**src/hw/rtl/rtc_bcd_pkg.sv**
```systemverilog
// Shared types, constants and conversion functions of the BCD clock register window.
package rtc_bcd_pkg;

    // Number of nibbles held in the time stamp latch.
    localparam int LatchDepth = 13;

    // Value returned by the control register (24-hour mode bit set).
    localparam logic [3:0] CtrlValue = 4'h4;

    // Register offsets within the window.
    localparam logic [3:0] RegSecUnits  = 4'd0;
    localparam logic [3:0] RegSecTens   = 4'd1;
    localparam logic [3:0] RegMinUnits  = 4'd2;
    localparam logic [3:0] RegMinTens   = 4'd3;
    localparam logic [3:0] RegHourUnits = 4'd4;
    localparam logic [3:0] RegHourTens  = 4'd5;
    localparam logic [3:0] RegDayUnits  = 4'd6;
    localparam logic [3:0] RegDayTens   = 4'd7;
    localparam logic [3:0] RegMonUnits  = 4'd8;
    localparam logic [3:0] RegMonTens   = 4'd9;
    localparam logic [3:0] RegYearUnits = 4'd10;
    localparam logic [3:0] RegYearTens  = 4'd11;
    localparam logic [3:0] RegWeekday   = 4'd12;
    localparam logic [3:0] RegSpareLow  = 4'd13;
    localparam logic [3:0] RegSpareHigh = 4'd14;
    localparam logic [3:0] RegCtrl      = 4'd15;

    // The latch contents as one packed vector of nibbles.
    typedef logic [LatchDepth-1:0][3:0] t_nibbles;

    // One read request as captured at the input.
    typedef struct packed {
        logic [3:0]  reg_offset;
        logic [13:0] year;
        logic [3:0]  month;
        logic [4:0]  day;
        logic [4:0]  hour;
        logic [5:0]  minute;
        logic [5:0]  second;
        logic        time_valid;
    } t_req;

    // Request after the first conversion step.
    typedef struct packed {
        logic [3:0]  reg_offset;
        logic        time_valid;
        t_nibbles    digits;
        logic [13:0] year;
        logic [13:0] yadj;
        logic [7:0]  year_q100;
        logic [7:0]  yadj_q100;
        logic [4:0]  day;
        logic [2:0]  month_off;
    } t_split;

    // Request with every latch nibble computed.
    typedef struct packed {
        logic [3:0] reg_offset;
        logic       time_valid;
        t_nibbles   digits;
    } t_digits;

    // Splits a value below 128 into {tens, units}; the quotient comes from a
    // reciprocal multiply that is exact over this range.
    function automatic logic [7:0] bcd_split(input logic [6:0] value);
        logic [14:0] prod;
        logic [3:0]  tens;
        logic [6:0]  units;
        prod  = {8'd0, value} * 15'd205;
        tens  = prod[14:11];
        units = value - ({3'd0, tens} << 3) - ({3'd0, tens} << 1);
        return {tens, units[3:0]};
    endfunction

    // Floor of value / 100, computed as (value / 4) / 25 by reciprocal multiply.
    function automatic logic [7:0] div100(input logic [13:0] value);
        logic [24:0] prod;
        prod = {13'd0, value[13:2]} * 25'd5243;
        return prod[24:17];
    endfunction

    // Month offset of the weekday formula; months outside 1..12 use zero.
    function automatic logic [2:0] weekday_offset(input logic [3:0] month);
        logic [2:0] off;
        unique case (month)
            4'd1:    off = 3'd0;
            4'd2:    off = 3'd3;
            4'd3:    off = 3'd2;
            4'd4:    off = 3'd5;
            4'd5:    off = 3'd0;
            4'd6:    off = 3'd3;
            4'd7:    off = 3'd5;
            4'd8:    off = 3'd1;
            4'd9:    off = 3'd4;
            4'd10:   off = 3'd6;
            4'd11:   off = 3'd2;
            4'd12:   off = 3'd4;
            default: off = 3'd0;
        endcase
        return off;
    endfunction

    // Remainder modulo 7 by summing octal digits, since 8 is 1 modulo 7.
    function automatic logic [2:0] mod7(input logic [15:0] value);
        logic [5:0] fold1;
        logic [3:0] fold2;
        logic [3:0] diff;
        fold1 = {5'd0, value[15]} + {3'd0, value[14:12]} + {3'd0, value[11:9]}
              + {3'd0, value[8:6]} + {3'd0, value[5:3]} + {3'd0, value[2:0]};
        fold2 = {1'b0, fold1[5:3]} + {1'b0, fold1[2:0]};
        diff  = fold2 - 4'd7;
        return (fold2 >= 4'd7) ? diff[2:0] : fold2[2:0];
    endfunction

endpackage

```
**src/hw/rtl/rtc_bcd_req_if.sv**
```systemverilog
// Request channel of the clock register window: one register read with the current time.
interface rtc_bcd_req_if;
    logic        valid;
    logic        ready;
    logic [3:0]  reg_offset;
    logic [13:0] now_year;
    logic [3:0]  now_month;
    logic [4:0]  now_day;
    logic [4:0]  now_hour;
    logic [5:0]  now_minute;
    logic [5:0]  now_second;
    logic        time_valid;

    modport source (
        output valid, reg_offset, now_year, now_month, now_day, now_hour,
               now_minute, now_second, time_valid,
        input  ready
    );

    modport sink (
        input  valid, reg_offset, now_year, now_month, now_day, now_hour,
               now_minute, now_second, time_valid,
        output ready
    );
endinterface

```
**src/hw/rtl/rtc_bcd_rsp_if.sv**
```systemverilog
// Response channel of the clock register window: the nibble returned by a read.
interface rtc_bcd_rsp_if;
    logic       valid;
    logic       ready;
    logic [3:0] read_nibble;

    modport source (
        output valid, read_nibble,
        input  ready
    );

    modport sink (
        input  valid, read_nibble,
        output ready
    );
endinterface

```
**src/hw/rtl/rtc_bcd_split.sv**
```systemverilog
// First conversion stage: BCD digits of the time fields and the year divisions.
module rtc_bcd_split (
    input  logic                i_clk,
    input  logic                i_rst_n,
    input  logic                i_valid,
    input  rtc_bcd_pkg::t_req   i_data,
    input  logic                i_down_ready,
    output logic                o_ready,
    output logic                o_valid,
    output rtc_bcd_pkg::t_split o_data
);

    logic                r_valid;
    rtc_bcd_pkg::t_split r_data;
    rtc_bcd_pkg::t_split n_data;
    logic [7:0]          sec_bcd;
    logic [7:0]          min_bcd;
    logic [7:0]          hour_bcd;
    logic [7:0]          day_bcd;
    logic [7:0]          mon_bcd;

    // The stage takes a new request when it is empty or its content moves on.
    assign o_ready = !r_valid || i_down_ready;

    assign sec_bcd  = rtc_bcd_pkg::bcd_split({1'b0, i_data.second});
    assign min_bcd  = rtc_bcd_pkg::bcd_split({1'b0, i_data.minute});
    assign hour_bcd = rtc_bcd_pkg::bcd_split({2'd0, i_data.hour});
    assign day_bcd  = rtc_bcd_pkg::bcd_split({2'd0, i_data.day});
    assign mon_bcd  = rtc_bcd_pkg::bcd_split({3'd0, i_data.month});

    // Time digits, the weekday year (one less before March) and its centuries.
    always_comb begin
        n_data            = '0;
        n_data.reg_offset = i_data.reg_offset;
        n_data.time_valid = i_data.time_valid;
        n_data.digits[rtc_bcd_pkg::RegSecUnits]  = sec_bcd[3:0];
        n_data.digits[rtc_bcd_pkg::RegSecTens]   = sec_bcd[7:4];
        n_data.digits[rtc_bcd_pkg::RegMinUnits]  = min_bcd[3:0];
        n_data.digits[rtc_bcd_pkg::RegMinTens]   = min_bcd[7:4];
        n_data.digits[rtc_bcd_pkg::RegHourUnits] = hour_bcd[3:0];
        n_data.digits[rtc_bcd_pkg::RegHourTens]  = hour_bcd[7:4];
        n_data.digits[rtc_bcd_pkg::RegDayUnits]  = day_bcd[3:0];
        n_data.digits[rtc_bcd_pkg::RegDayTens]   = day_bcd[7:4];
        n_data.digits[rtc_bcd_pkg::RegMonUnits]  = mon_bcd[3:0];
        n_data.digits[rtc_bcd_pkg::RegMonTens]   = mon_bcd[7:4];
        n_data.year = i_data.year;
        if (i_data.month < 4'd3 && i_data.year != 14'd0) begin
            n_data.yadj = i_data.year - 14'd1;
        end else begin
            n_data.yadj = i_data.year;
        end
        n_data.year_q100 = rtc_bcd_pkg::div100(i_data.year);
        n_data.yadj_q100 = rtc_bcd_pkg::div100(n_data.yadj);
        n_data.day       = i_data.day;
        n_data.month_off = rtc_bcd_pkg::weekday_offset(i_data.month);
    end

    // Stage occupancy.
    always_ff @(posedge i_clk) begin
        if (!i_rst_n) begin
            r_valid <= 1'b0;
        end else if (o_ready) begin
            r_valid <= i_valid;
        end
    end

    // Stage payload.
    always_ff @(posedge i_clk) begin
        if (o_ready && i_valid) begin
            r_data <= n_data;
        end
    end

    assign o_valid = r_valid;
    assign o_data  = r_data;

endmodule

```
**src/hw/rtl/rtc_bcd_weekday.sv**
```systemverilog
// Second conversion stage: two-digit year and the weekday of the date.
module rtc_bcd_weekday (
    input  logic                 i_clk,
    input  logic                 i_rst_n,
    input  logic                 i_valid,
    input  rtc_bcd_pkg::t_split  i_data,
    input  logic                 i_down_ready,
    output logic                 o_ready,
    output logic                 o_valid,
    output rtc_bcd_pkg::t_digits o_data
);

    logic                 r_valid;
    rtc_bcd_pkg::t_digits r_data;
    rtc_bcd_pkg::t_digits n_data;
    logic [13:0]          q_ext;
    logic [13:0]          yy_wide;
    logic [7:0]           yy_bcd;
    logic [15:0]          day_sum;

    assign o_ready = !r_valid || i_down_ready;

    // Year modulo 100 as the year minus 100 times its centuries.
    assign q_ext   = {6'd0, i_data.year_q100};
    assign yy_wide = i_data.year - ((q_ext << 6) + (q_ext << 5) + (q_ext << 2));
    assign yy_bcd  = rtc_bcd_pkg::bcd_split(yy_wide[6:0]);

    // Day count y + y/4 - y/100 + y/400 + month offset + day; never negative.
    assign day_sum = {2'd0, i_data.yadj} + {4'd0, i_data.yadj[13:2]}
                   - {8'd0, i_data.yadj_q100} + {10'd0, i_data.yadj_q100[7:2]}
                   + {13'd0, i_data.month_off} + {11'd0, i_data.day};

    always_comb begin
        n_data            = '0;
        n_data.reg_offset = i_data.reg_offset;
        n_data.time_valid = i_data.time_valid;
        n_data.digits     = i_data.digits;
        n_data.digits[rtc_bcd_pkg::RegYearUnits] = yy_bcd[3:0];
        n_data.digits[rtc_bcd_pkg::RegYearTens]  = yy_bcd[7:4];
        n_data.digits[rtc_bcd_pkg::RegWeekday]   = {1'b0, rtc_bcd_pkg::mod7(day_sum)};
    end

    // Stage occupancy.
    always_ff @(posedge i_clk) begin
        if (!i_rst_n) begin
            r_valid <= 1'b0;
        end else if (o_ready) begin
            r_valid <= i_valid;
        end
    end

    // Stage payload.
    always_ff @(posedge i_clk) begin
        if (o_ready && i_valid) begin
            r_data <= n_data;
        end
    end

    assign o_valid = r_valid;
    assign o_data  = r_data;

endmodule

```
**src/hw/rtl/rtc_bcd_register_latch.sv**
```systemverilog
// Top level of the read-only BCD clock register window with its time stamp latch.
//
// Each request is one read of a 16-nibble register window and carries the current
// binary date and time. A read of register 0, or any read while the latch holds no
// time stamp yet, refreshes the 13-nibble latch (BCD seconds, minutes, hours, day,
// month, two-digit year and weekday with 0 = Sunday; all zeros when the time is
// flagged invalid) before the nibble is returned, so a sweep over registers 1 to 12
// sees one consistent time. Register 15 reads 4 (24-hour mode), 13 and 14 read 0.
// The block takes one request per clock cycle unless back-pressure from the
// response side fills the pipeline. Each request passes an input register, two
// conversion registers (digit split with the year divisions, then year digits and
// weekday) and the result register, where the latch is updated in request order.
// Every stage holds its request only while the stage after it is full and holding
// its own, so stalls are absorbed stage by stage.
module rtc_bcd_register_latch (
    input  logic          i_clk,
    input  logic          i_rst_n,
    rtc_bcd_req_if.sink   i_req,
    rtc_bcd_rsp_if.source o_rsp
);

    logic                  r_req_valid;
    rtc_bcd_pkg::t_req     r_req;
    logic                  req_ready;

    logic                  split_ready;
    logic                  split_valid;
    rtc_bcd_pkg::t_split   split_data;

    logic                  wd_ready;
    logic                  wd_valid;
    rtc_bcd_pkg::t_digits  wd_data;

    logic                  out_ready;
    logic                  commit;
    logic                  refresh;
    rtc_bcd_pkg::t_nibbles fresh;
    rtc_bcd_pkg::t_nibbles n_latch;
    logic [3:0]            n_nibble;

    rtc_bcd_pkg::t_nibbles r_latch;
    logic                  r_latch_valid;
    logic                  r_out_valid;
    logic [3:0]            r_nibble;

    // Input register.
    assign req_ready   = !r_req_valid || split_ready;
    assign i_req.ready = req_ready;

    always_ff @(posedge i_clk) begin
        if (!i_rst_n) begin
            r_req_valid <= 1'b0;
        end else if (req_ready) begin
            r_req_valid <= i_req.valid;
        end
    end

    always_ff @(posedge i_clk) begin
        if (req_ready && i_req.valid) begin
            r_req.reg_offset <= i_req.reg_offset;
            r_req.year       <= i_req.now_year;
            r_req.month      <= i_req.now_month;
            r_req.day        <= i_req.now_day;
            r_req.hour       <= i_req.now_hour;
            r_req.minute     <= i_req.now_minute;
            r_req.second     <= i_req.now_second;
            r_req.time_valid <= i_req.time_valid;
        end
    end

    // Conversion stages.
    rtc_bcd_split u_split (
        .i_clk        (i_clk),
        .i_rst_n      (i_rst_n),
        .i_valid      (r_req_valid),
        .i_data       (r_req),
        .i_down_ready (wd_ready),
        .o_ready      (split_ready),
        .o_valid      (split_valid),
        .o_data       (split_data)
    );

    rtc_bcd_weekday u_weekday (
        .i_clk        (i_clk),
        .i_rst_n      (i_rst_n),
        .i_valid      (split_valid),
        .i_data       (split_data),
        .i_down_ready (out_ready),
        .o_ready      (wd_ready),
        .o_valid      (wd_valid),
        .o_data       (wd_data)
    );

    // Latch refresh and register selection for the request leaving the pipeline.
    assign out_ready = !r_out_valid || o_rsp.ready;
    assign commit    = wd_valid && out_ready;
    assign refresh   = (wd_data.reg_offset == rtc_bcd_pkg::RegSecUnits) || !r_latch_valid;
    assign fresh     = wd_data.time_valid ? wd_data.digits : '0;
    assign n_latch   = refresh ? fresh : r_latch;

    always_comb begin
        priority if (wd_data.reg_offset < 4'(rtc_bcd_pkg::LatchDepth)) begin
            n_nibble = n_latch[wd_data.reg_offset];
        end else if (wd_data.reg_offset == rtc_bcd_pkg::RegCtrl) begin
            n_nibble = rtc_bcd_pkg::CtrlValue;
        end else begin
            n_nibble = 4'd0;
        end
    end

    // Control state of the result stage and the latch.
    always_ff @(posedge i_clk) begin
        if (!i_rst_n) begin
            r_out_valid   <= 1'b0;
            r_latch_valid <= 1'b0;
        end else begin
            if (out_ready) begin
                r_out_valid <= wd_valid;
            end
            if (commit) begin
                r_latch_valid <= 1'b1;
            end
        end
    end

    // Latch and result payload.
    always_ff @(posedge i_clk) begin
        if (commit) begin
            r_latch  <= n_latch;
            r_nibble <= n_nibble;
        end
    end

    assign o_rsp.valid       = r_out_valid;
    assign o_rsp.read_nibble = r_nibble;

`ifndef SYNTHESIS
    // Any request leaving the pipeline leaves a valid time stamp behind.
    a_latch_valid_after_commit: assert property (@(posedge i_clk) disable iff (!i_rst_n)
        commit |=> r_latch_valid)
        else $error("latch not valid after a read completed");

    // The control register always returns the 24-hour mode value.
    a_ctrl_value: assert property (@(posedge i_clk) disable iff (!i_rst_n)
        (commit && wd_data.reg_offset == rtc_bcd_pkg::RegCtrl)
        |=> (o_rsp.valid && o_rsp.read_nibble == rtc_bcd_pkg::CtrlValue))
        else $error("control register returned a wrong value");

    // Offsets past the latch other than the control register read zero.
    a_unused_zero: assert property (@(posedge i_clk) disable iff (!i_rst_n)
        (commit && (wd_data.reg_offset == rtc_bcd_pkg::RegSpareLow
                    || wd_data.reg_offset == rtc_bcd_pkg::RegSpareHigh))
        |=> (o_rsp.read_nibble == 4'd0))
        else $error("unused register returned nonzero data");

    // A stored weekday is always below seven.
    a_weekday_range: assert property (@(posedge i_clk) disable iff (!i_rst_n)
        r_latch_valid |-> (r_latch[rtc_bcd_pkg::RegWeekday] < 4'd7))
        else $error("latched weekday out of range");

    // A read of a latch register without refresh returns the stored nibble.
    a_hold_read: assert property (@(posedge i_clk) disable iff (!i_rst_n)
        (commit && !refresh && wd_data.reg_offset < 4'(rtc_bcd_pkg::LatchDepth))
        |=> (o_rsp.read_nibble == $past(r_latch[wd_data.reg_offset]) && $stable(r_latch)))
        else $error("read without refresh changed or missed the latch");
`endif

endmodule

```
**src/flat_wrapper.sv**
```systemverilog
// flat-port wrapper written by rule: the top's interface ports become plain ports
module rtc_bcd_register_latch_flat 
  (i_clk, i_rst_n, i_req_valid, i_req_reg_offset, i_req_now_year, i_req_now_month, i_req_now_day, i_req_now_hour, i_req_now_minute, i_req_now_second, i_req_time_valid, i_req_ready, o_rsp_valid, o_rsp_read_nibble, o_rsp_ready);
  rtc_bcd_req_if i_req_i ();
  rtc_bcd_rsp_if o_rsp_i ();
  input  logic i_clk;
  input  logic i_rst_n;
  input wire logic [$bits(i_req_i.valid)-1:0] i_req_valid;
  input wire logic [$bits(i_req_i.reg_offset)-1:0] i_req_reg_offset;
  input wire logic [$bits(i_req_i.now_year)-1:0] i_req_now_year;
  input wire logic [$bits(i_req_i.now_month)-1:0] i_req_now_month;
  input wire logic [$bits(i_req_i.now_day)-1:0] i_req_now_day;
  input wire logic [$bits(i_req_i.now_hour)-1:0] i_req_now_hour;
  input wire logic [$bits(i_req_i.now_minute)-1:0] i_req_now_minute;
  input wire logic [$bits(i_req_i.now_second)-1:0] i_req_now_second;
  input wire logic [$bits(i_req_i.time_valid)-1:0] i_req_time_valid;
  output wire logic [$bits(i_req_i.ready)-1:0] i_req_ready;
  output wire logic [$bits(o_rsp_i.valid)-1:0] o_rsp_valid;
  output wire logic [$bits(o_rsp_i.read_nibble)-1:0] o_rsp_read_nibble;
  input wire logic [$bits(o_rsp_i.ready)-1:0] o_rsp_ready;
  assign i_req_i.valid = i_req_valid;
  assign i_req_i.reg_offset = i_req_reg_offset;
  assign i_req_i.now_year = i_req_now_year;
  assign i_req_i.now_month = i_req_now_month;
  assign i_req_i.now_day = i_req_now_day;
  assign i_req_i.now_hour = i_req_now_hour;
  assign i_req_i.now_minute = i_req_now_minute;
  assign i_req_i.now_second = i_req_now_second;
  assign i_req_i.time_valid = i_req_time_valid;
  assign i_req_ready = i_req_i.ready;
  assign o_rsp_valid = o_rsp_i.valid;
  assign o_rsp_read_nibble = o_rsp_i.read_nibble;
  assign o_rsp_i.ready = o_rsp_ready;
  rtc_bcd_register_latch u_core (.i_clk(i_clk), .i_rst_n(i_rst_n), .i_req(i_req_i), .o_rsp(o_rsp_i));
endmodule
```
**config.mk**
```make
export PLATFORM = sky130hd
export DESIGN_NAME = rtc_bcd_register_latch_flat
export DESIGN_NICKNAME = d
export VERILOG_FILES = /design/src/hw/rtl/rtc_bcd_pkg.sv /design/src/hw/rtl/rtc_bcd_req_if.sv /design/src/hw/rtl/rtc_bcd_rsp_if.sv /design/src/hw/rtl/rtc_bcd_split.sv /design/src/hw/rtl/rtc_bcd_weekday.sv /design/src/hw/rtl/rtc_bcd_register_latch.sv /design/src/flat_wrapper.sv
export SDC_FILE = /design/constraint.sdc
export NUM_CORES = 1
export LEC_CHECK = 0
export BUFFER_PORTS_ARGS = -buffer_cell sky130_fd_sc_hd__buf_2
export CAP_MARGIN = 20
export CORE_UTILIZATION = 61
export CTS_BUF_LIST = sky130_fd_sc_hd__clkbuf_16
export CTS_CLUSTER_DIAMETER = 30
export DETAILED_ROUTE_END_ITERATION = 6
export PLACE_DENSITY = 0.89
export SYNTH_ARGS = -nofsm -noshare
export SYNTH_HDL_FRONTEND = slang
export SYNTH_HIERARCHICAL = 1
export SYNTH_SLANG_ARGS = --single-unit
```
**constraint.sdc**
```tcl
create_clock -name i_clk -period 18 [get_ports i_clk]
set_clock_uncertainty 0.1 [all_clocks]
set_input_delay 0.9 -clock i_clk [delete_from_list [all_inputs] [get_ports i_clk]]
set_output_delay 0.9 -clock i_clk [all_outputs]
set_load 0.1 [all_outputs]
```
# --- After elaboration in Yosys (flattened, before gate mapping) ---
# Memory sizes are Yosys's and may differ from the RTL's. A register that Yosys moved wholly into a read port is not among the register bits.
# Index checks and enable logic that the tools add are counted.
op_classes:
  addsub: 28
  n_eq_ne: 1
  mul: 8
  n_mux: 8
  reduce_logical: 17
  order_cmp: 4
ops:
  columns: ["op", "count"]
  rows:
  - ["$mux 52", 1]
  - ["$mux 51", 1]
  - ["$sub 4x4->4", 11]
  - ["$mul 6x8->14 const B", 2]
  - ["$mul 5x8->13 const B", 2]
  - ["$mul 12x13->25 const B", 1]
  - ["$mul 12x13->22 const B", 1]
  - ["$add 16x3->16", 1]
  - ["$add 16x5->16", 1]
  - ["$add 16x6->16", 1]
  - ["$bmux 4 s4", 1]
  - ["$sub 15x8->16", 1]
  - ["$add 14x12->15", 1]
  - ["$mul 7x8->15 const B", 1]
  - ["$add 7x7->7", 2]
  - ["$mux 14", 1]
  - ["$reduce_bool 14->1", 1]
  - ["$sub 14x1->14 const B", 1]
  - ["$add 6x3->6", 2]
  - ["$mul 4x8->12 const B", 1]
  - ["$mux 4", 2]
  - ["$sub 7x7->7", 1]
  - ["$add 5x3->6", 1]
  - ["$mux 3", 2]
  - ["14 further kinds", 26]
totals:
  mem_bits_ro: 48
  n_memories: 1
  register_bits: 228
  in_bits: 49
  out_inout_bits: 6
  elab_cells: 126
memory_table:
  columns: ["memory", "depth", "word_bits", "rd", "rd_ports_with_merged_regs", "write_ports", "line_no", "text"]
  rows:
  - ["(name not given)", 16, 3, 1, 1, 0, "rtc_bcd_pkg.sv:85", "unique case (month)"]

# --- Logic depth before layout (Yosys ltp) ---
logic_depth:
  depth_word: 13
  depth_mapped: 29
  ltp_nobuf: 29

# --- Hierarchy ---
# The synthesis kept the hierarchy.
by_module_without_submodules:
  columns: ["module", "instances", "seq_area_each_um2", "cells_per_inst", "area_per_inst_um2"]
  rows:
  - ["rtc_bcd_split", 1, 2662.6, 1036, 11414.7]
  - ["rtc_bcd_weekday", 1, 1701.6, 435, 5044.8]
  - ["rtc_bcd_register_latch", 1, 3093.0, 401, 4773.3]

# --- Worst setup path after synthesis ---
# No wires, ideal clock.
synth_path:
  path_kind: "reg2reg"
  startpoint: "register u_core.u_split.r_data (netlist bit u_core/u_split/o_data[11])"
  endpoint: "register u_core.u_weekday.r_data (netlist bit u_core/u_weekday/o_data[49]) (data pin)"
  stages_incl_launch_ff: 29
  path_slack_ns: 10.798
  t_arrival_ns: 6.842
  n_path_buf: 0
  synth_period_minus_slack_ns: 7.202
  setup_time_ns: 0.260
  t_required_ns: 17.640
  cell_sequence: "edfxtp_1 -> inv_1 -> fa_1 -> fa_1 -> inv_1 -> fa_1 -> inv_1 -> ha_1 -> a21oi_1 -> o22ai_1 -> o21ai_0 -> nand2b_1 -> a21oi_1 -> xor2_1 -> fa_1 -> fa_1 -> fa_1 -> inv_1 -> ha_1 -> inv_1 -> fa_1 -> xnor2_1 -> ha_1 -> inv_1 -> fa_1 -> inv_1 -> ha_1 -> a21oi_1 -> mux2_2"
synth_rtl:
  columns: ["item", "line_no", "text"]
  rows:
  - ["start: declaration", "rtc_bcd_split.sv:14", "rtc_bcd_pkg::t_split r_data;"]
  - ["start signal: assignment", "rtc_bcd_split.sv:70", "r_data <= n_data;"]
  - ["end signal: assignment", "rtc_bcd_weekday.sv:55", "r_data <= n_data;"]
  - ["end: declaration", "rtc_bcd_weekday.sv:14", "rtc_bcd_pkg::t_digits r_data;"]

==> run metrics <==
post-CTS setup buffer count 0; post-route ant nets 0; # IOs between 50 and 60; CTS tree done; initial DRC count 1127; max cap viols 0; die area around 0.035 mm^2; DRC 1; crit end category flop; cell mode on critical path fa_1; Final Hold Viols 0; die height about 190 um; Post-Place Cell Area roughly 0.021 mm^2; Routed WL approximately 44000 um; fraction of layout cells with a size suffix above 1 around a tenth; vias in the first global route between 10000 and 15000; initial antenna violation count 0; placed insts around 2300; Worst EP required 18.19 ns; final critical-path required period 7.92 ns; YS warnings 6; Cell Rows 67; Final nets about 2500; CTS sink cnt 240; CTS root buffer clkbuf_16; hold_ws 0.311 ns; Pins Over Slew Limit 0; Num CTS Buffers between 40 and 50; core area between 0.03 and 0.04 mm^2; slowest cell delay on critical path about 0.55 ns; Final setup violation count 0; Setup TNS 0 ns; Fmax achieved around 130 MHz; fin area around 0.023 mm^2; hold buffers post-CTS 0; Max clock buf depth 3; WS Path Type reg -> reg; failing checks DRC; status finished, violations left; CP delay by family, top adder cells; via count between 10000 and 15000; global placement routability congestion between 0.9 and 1; hpwl dp roughly 31000 um; Detailed Routing Iterations Pass 1 7; CP bufs+invs 7; Area Growth Syn to Fin 10.7%; Mapped Cells between 1500 and 2000; CTS clk-pin slew, worst paths 0.05 ns; Initial Util between 60 and 70%; first-pass GRT wire length around 72000 um; Syn Area/Cell ~11 um^2; Crit Path Max Fanout 3; via/cell ratio approximately 5.7; Tot GR Track Use 26.6%; Slew @ Worst Pin roughly 0.98 ns; Die X-Extent around 190 um; Netlist Area Pre-Place just over 0.02 mm^2; post-CTS sizing 0; Slew headroom approximately a third; RSZ-0062 raised after global routing false; worst skew pair latency ~0.55 ns; Tcrit/Tclk final a little over two fifths; IO Port Bufs between 50 and 60; critical path's slowest cell fa_1; pin count of the biggest net entering global routing roughly 80; Hold Crit Class reg -> reg; commonest cells after routing, fill and taps aside 391 x ha_1, 378 x inv_1, 235 x edfxtp_1, 145 x nand2_1, 145 x fa_1; Arr. time, crit path roughly 8.1 ns; total gr overflow 0; Ant. Diodes 0; most common cell after layout, fill and taps aside ha_1; drt wl/cell between 15 and 20 um; fin cells ~2400; startpoint types flop; H-tree lvl count 2
-- area by class of cell --
type | count | area (um^2)
clock inverters | 38 | 288
flip-flops and latches | 240 | 7160
fillers | 2151 | 10600
inverters | 374 | 1400
well taps | 448 | 561
clock buffers | 47 | 1180
repair buffers | 66 | 380
multi-input cells | 1182 | 11900
-- final timing paths --
check | start | cells past startpoint | slack, ns | endpoint
hold / removal | u_core/u_split/o_data[108] | 0 | 0.31 | u_core/u_weekday/o_data[56]
setup reg to reg | u_core/u_split/o_data[11] | 28 | 10.08 | u_core/u_weekday/o_data[49]
setup / recovery | u_core/u_split/o_data[11] | 28 | 10.08 | u_core/u_weekday/o_data[49]
hold reg to reg | u_core/u_split/o_data[108] | 0 | 0.31 | u_core/u_weekday/o_data[56]
-- stage by stage --
step                util [%]  setup slack (ns)
global route            68.4              9.66
CTS                     68.3             10.12
global placement        64.0             10.56
floorplan                  -             10.80
detailed placement      64.0             10.30
finish                  68.4             10.08
-- state kept, by name, indices dropped and copies added (netlist names) --
register                  cells
u_core/r_latch               52
u_core/r_req_valid            1
u_core/r_latch_valid          1
u_core/u_split/o_data        78
u_core/u_weekday/o_data      56
u_core/u_split/o_valid        1
u_core/o_rsp.read_nibble      4
u_core/r_req                 45
u_core/o_rsp.valid            1
u_core/u_weekday/o_valid      1
-- layer usage --
metal / up-vias / GRT usage, % / part of all wire [%]
met2: 579 / 46.4 / 50
met3: 144 / 5.38 / 6.7
met5: - / 0 / 0
met4: 0 / 11.5 / 3.7
li1: 6348 / - / -
met1: 6650 / 31.8 / 40
Power is not shown: default switching activity piles up to over one toggle a cycle in this logic, so the estimate is an artifact.
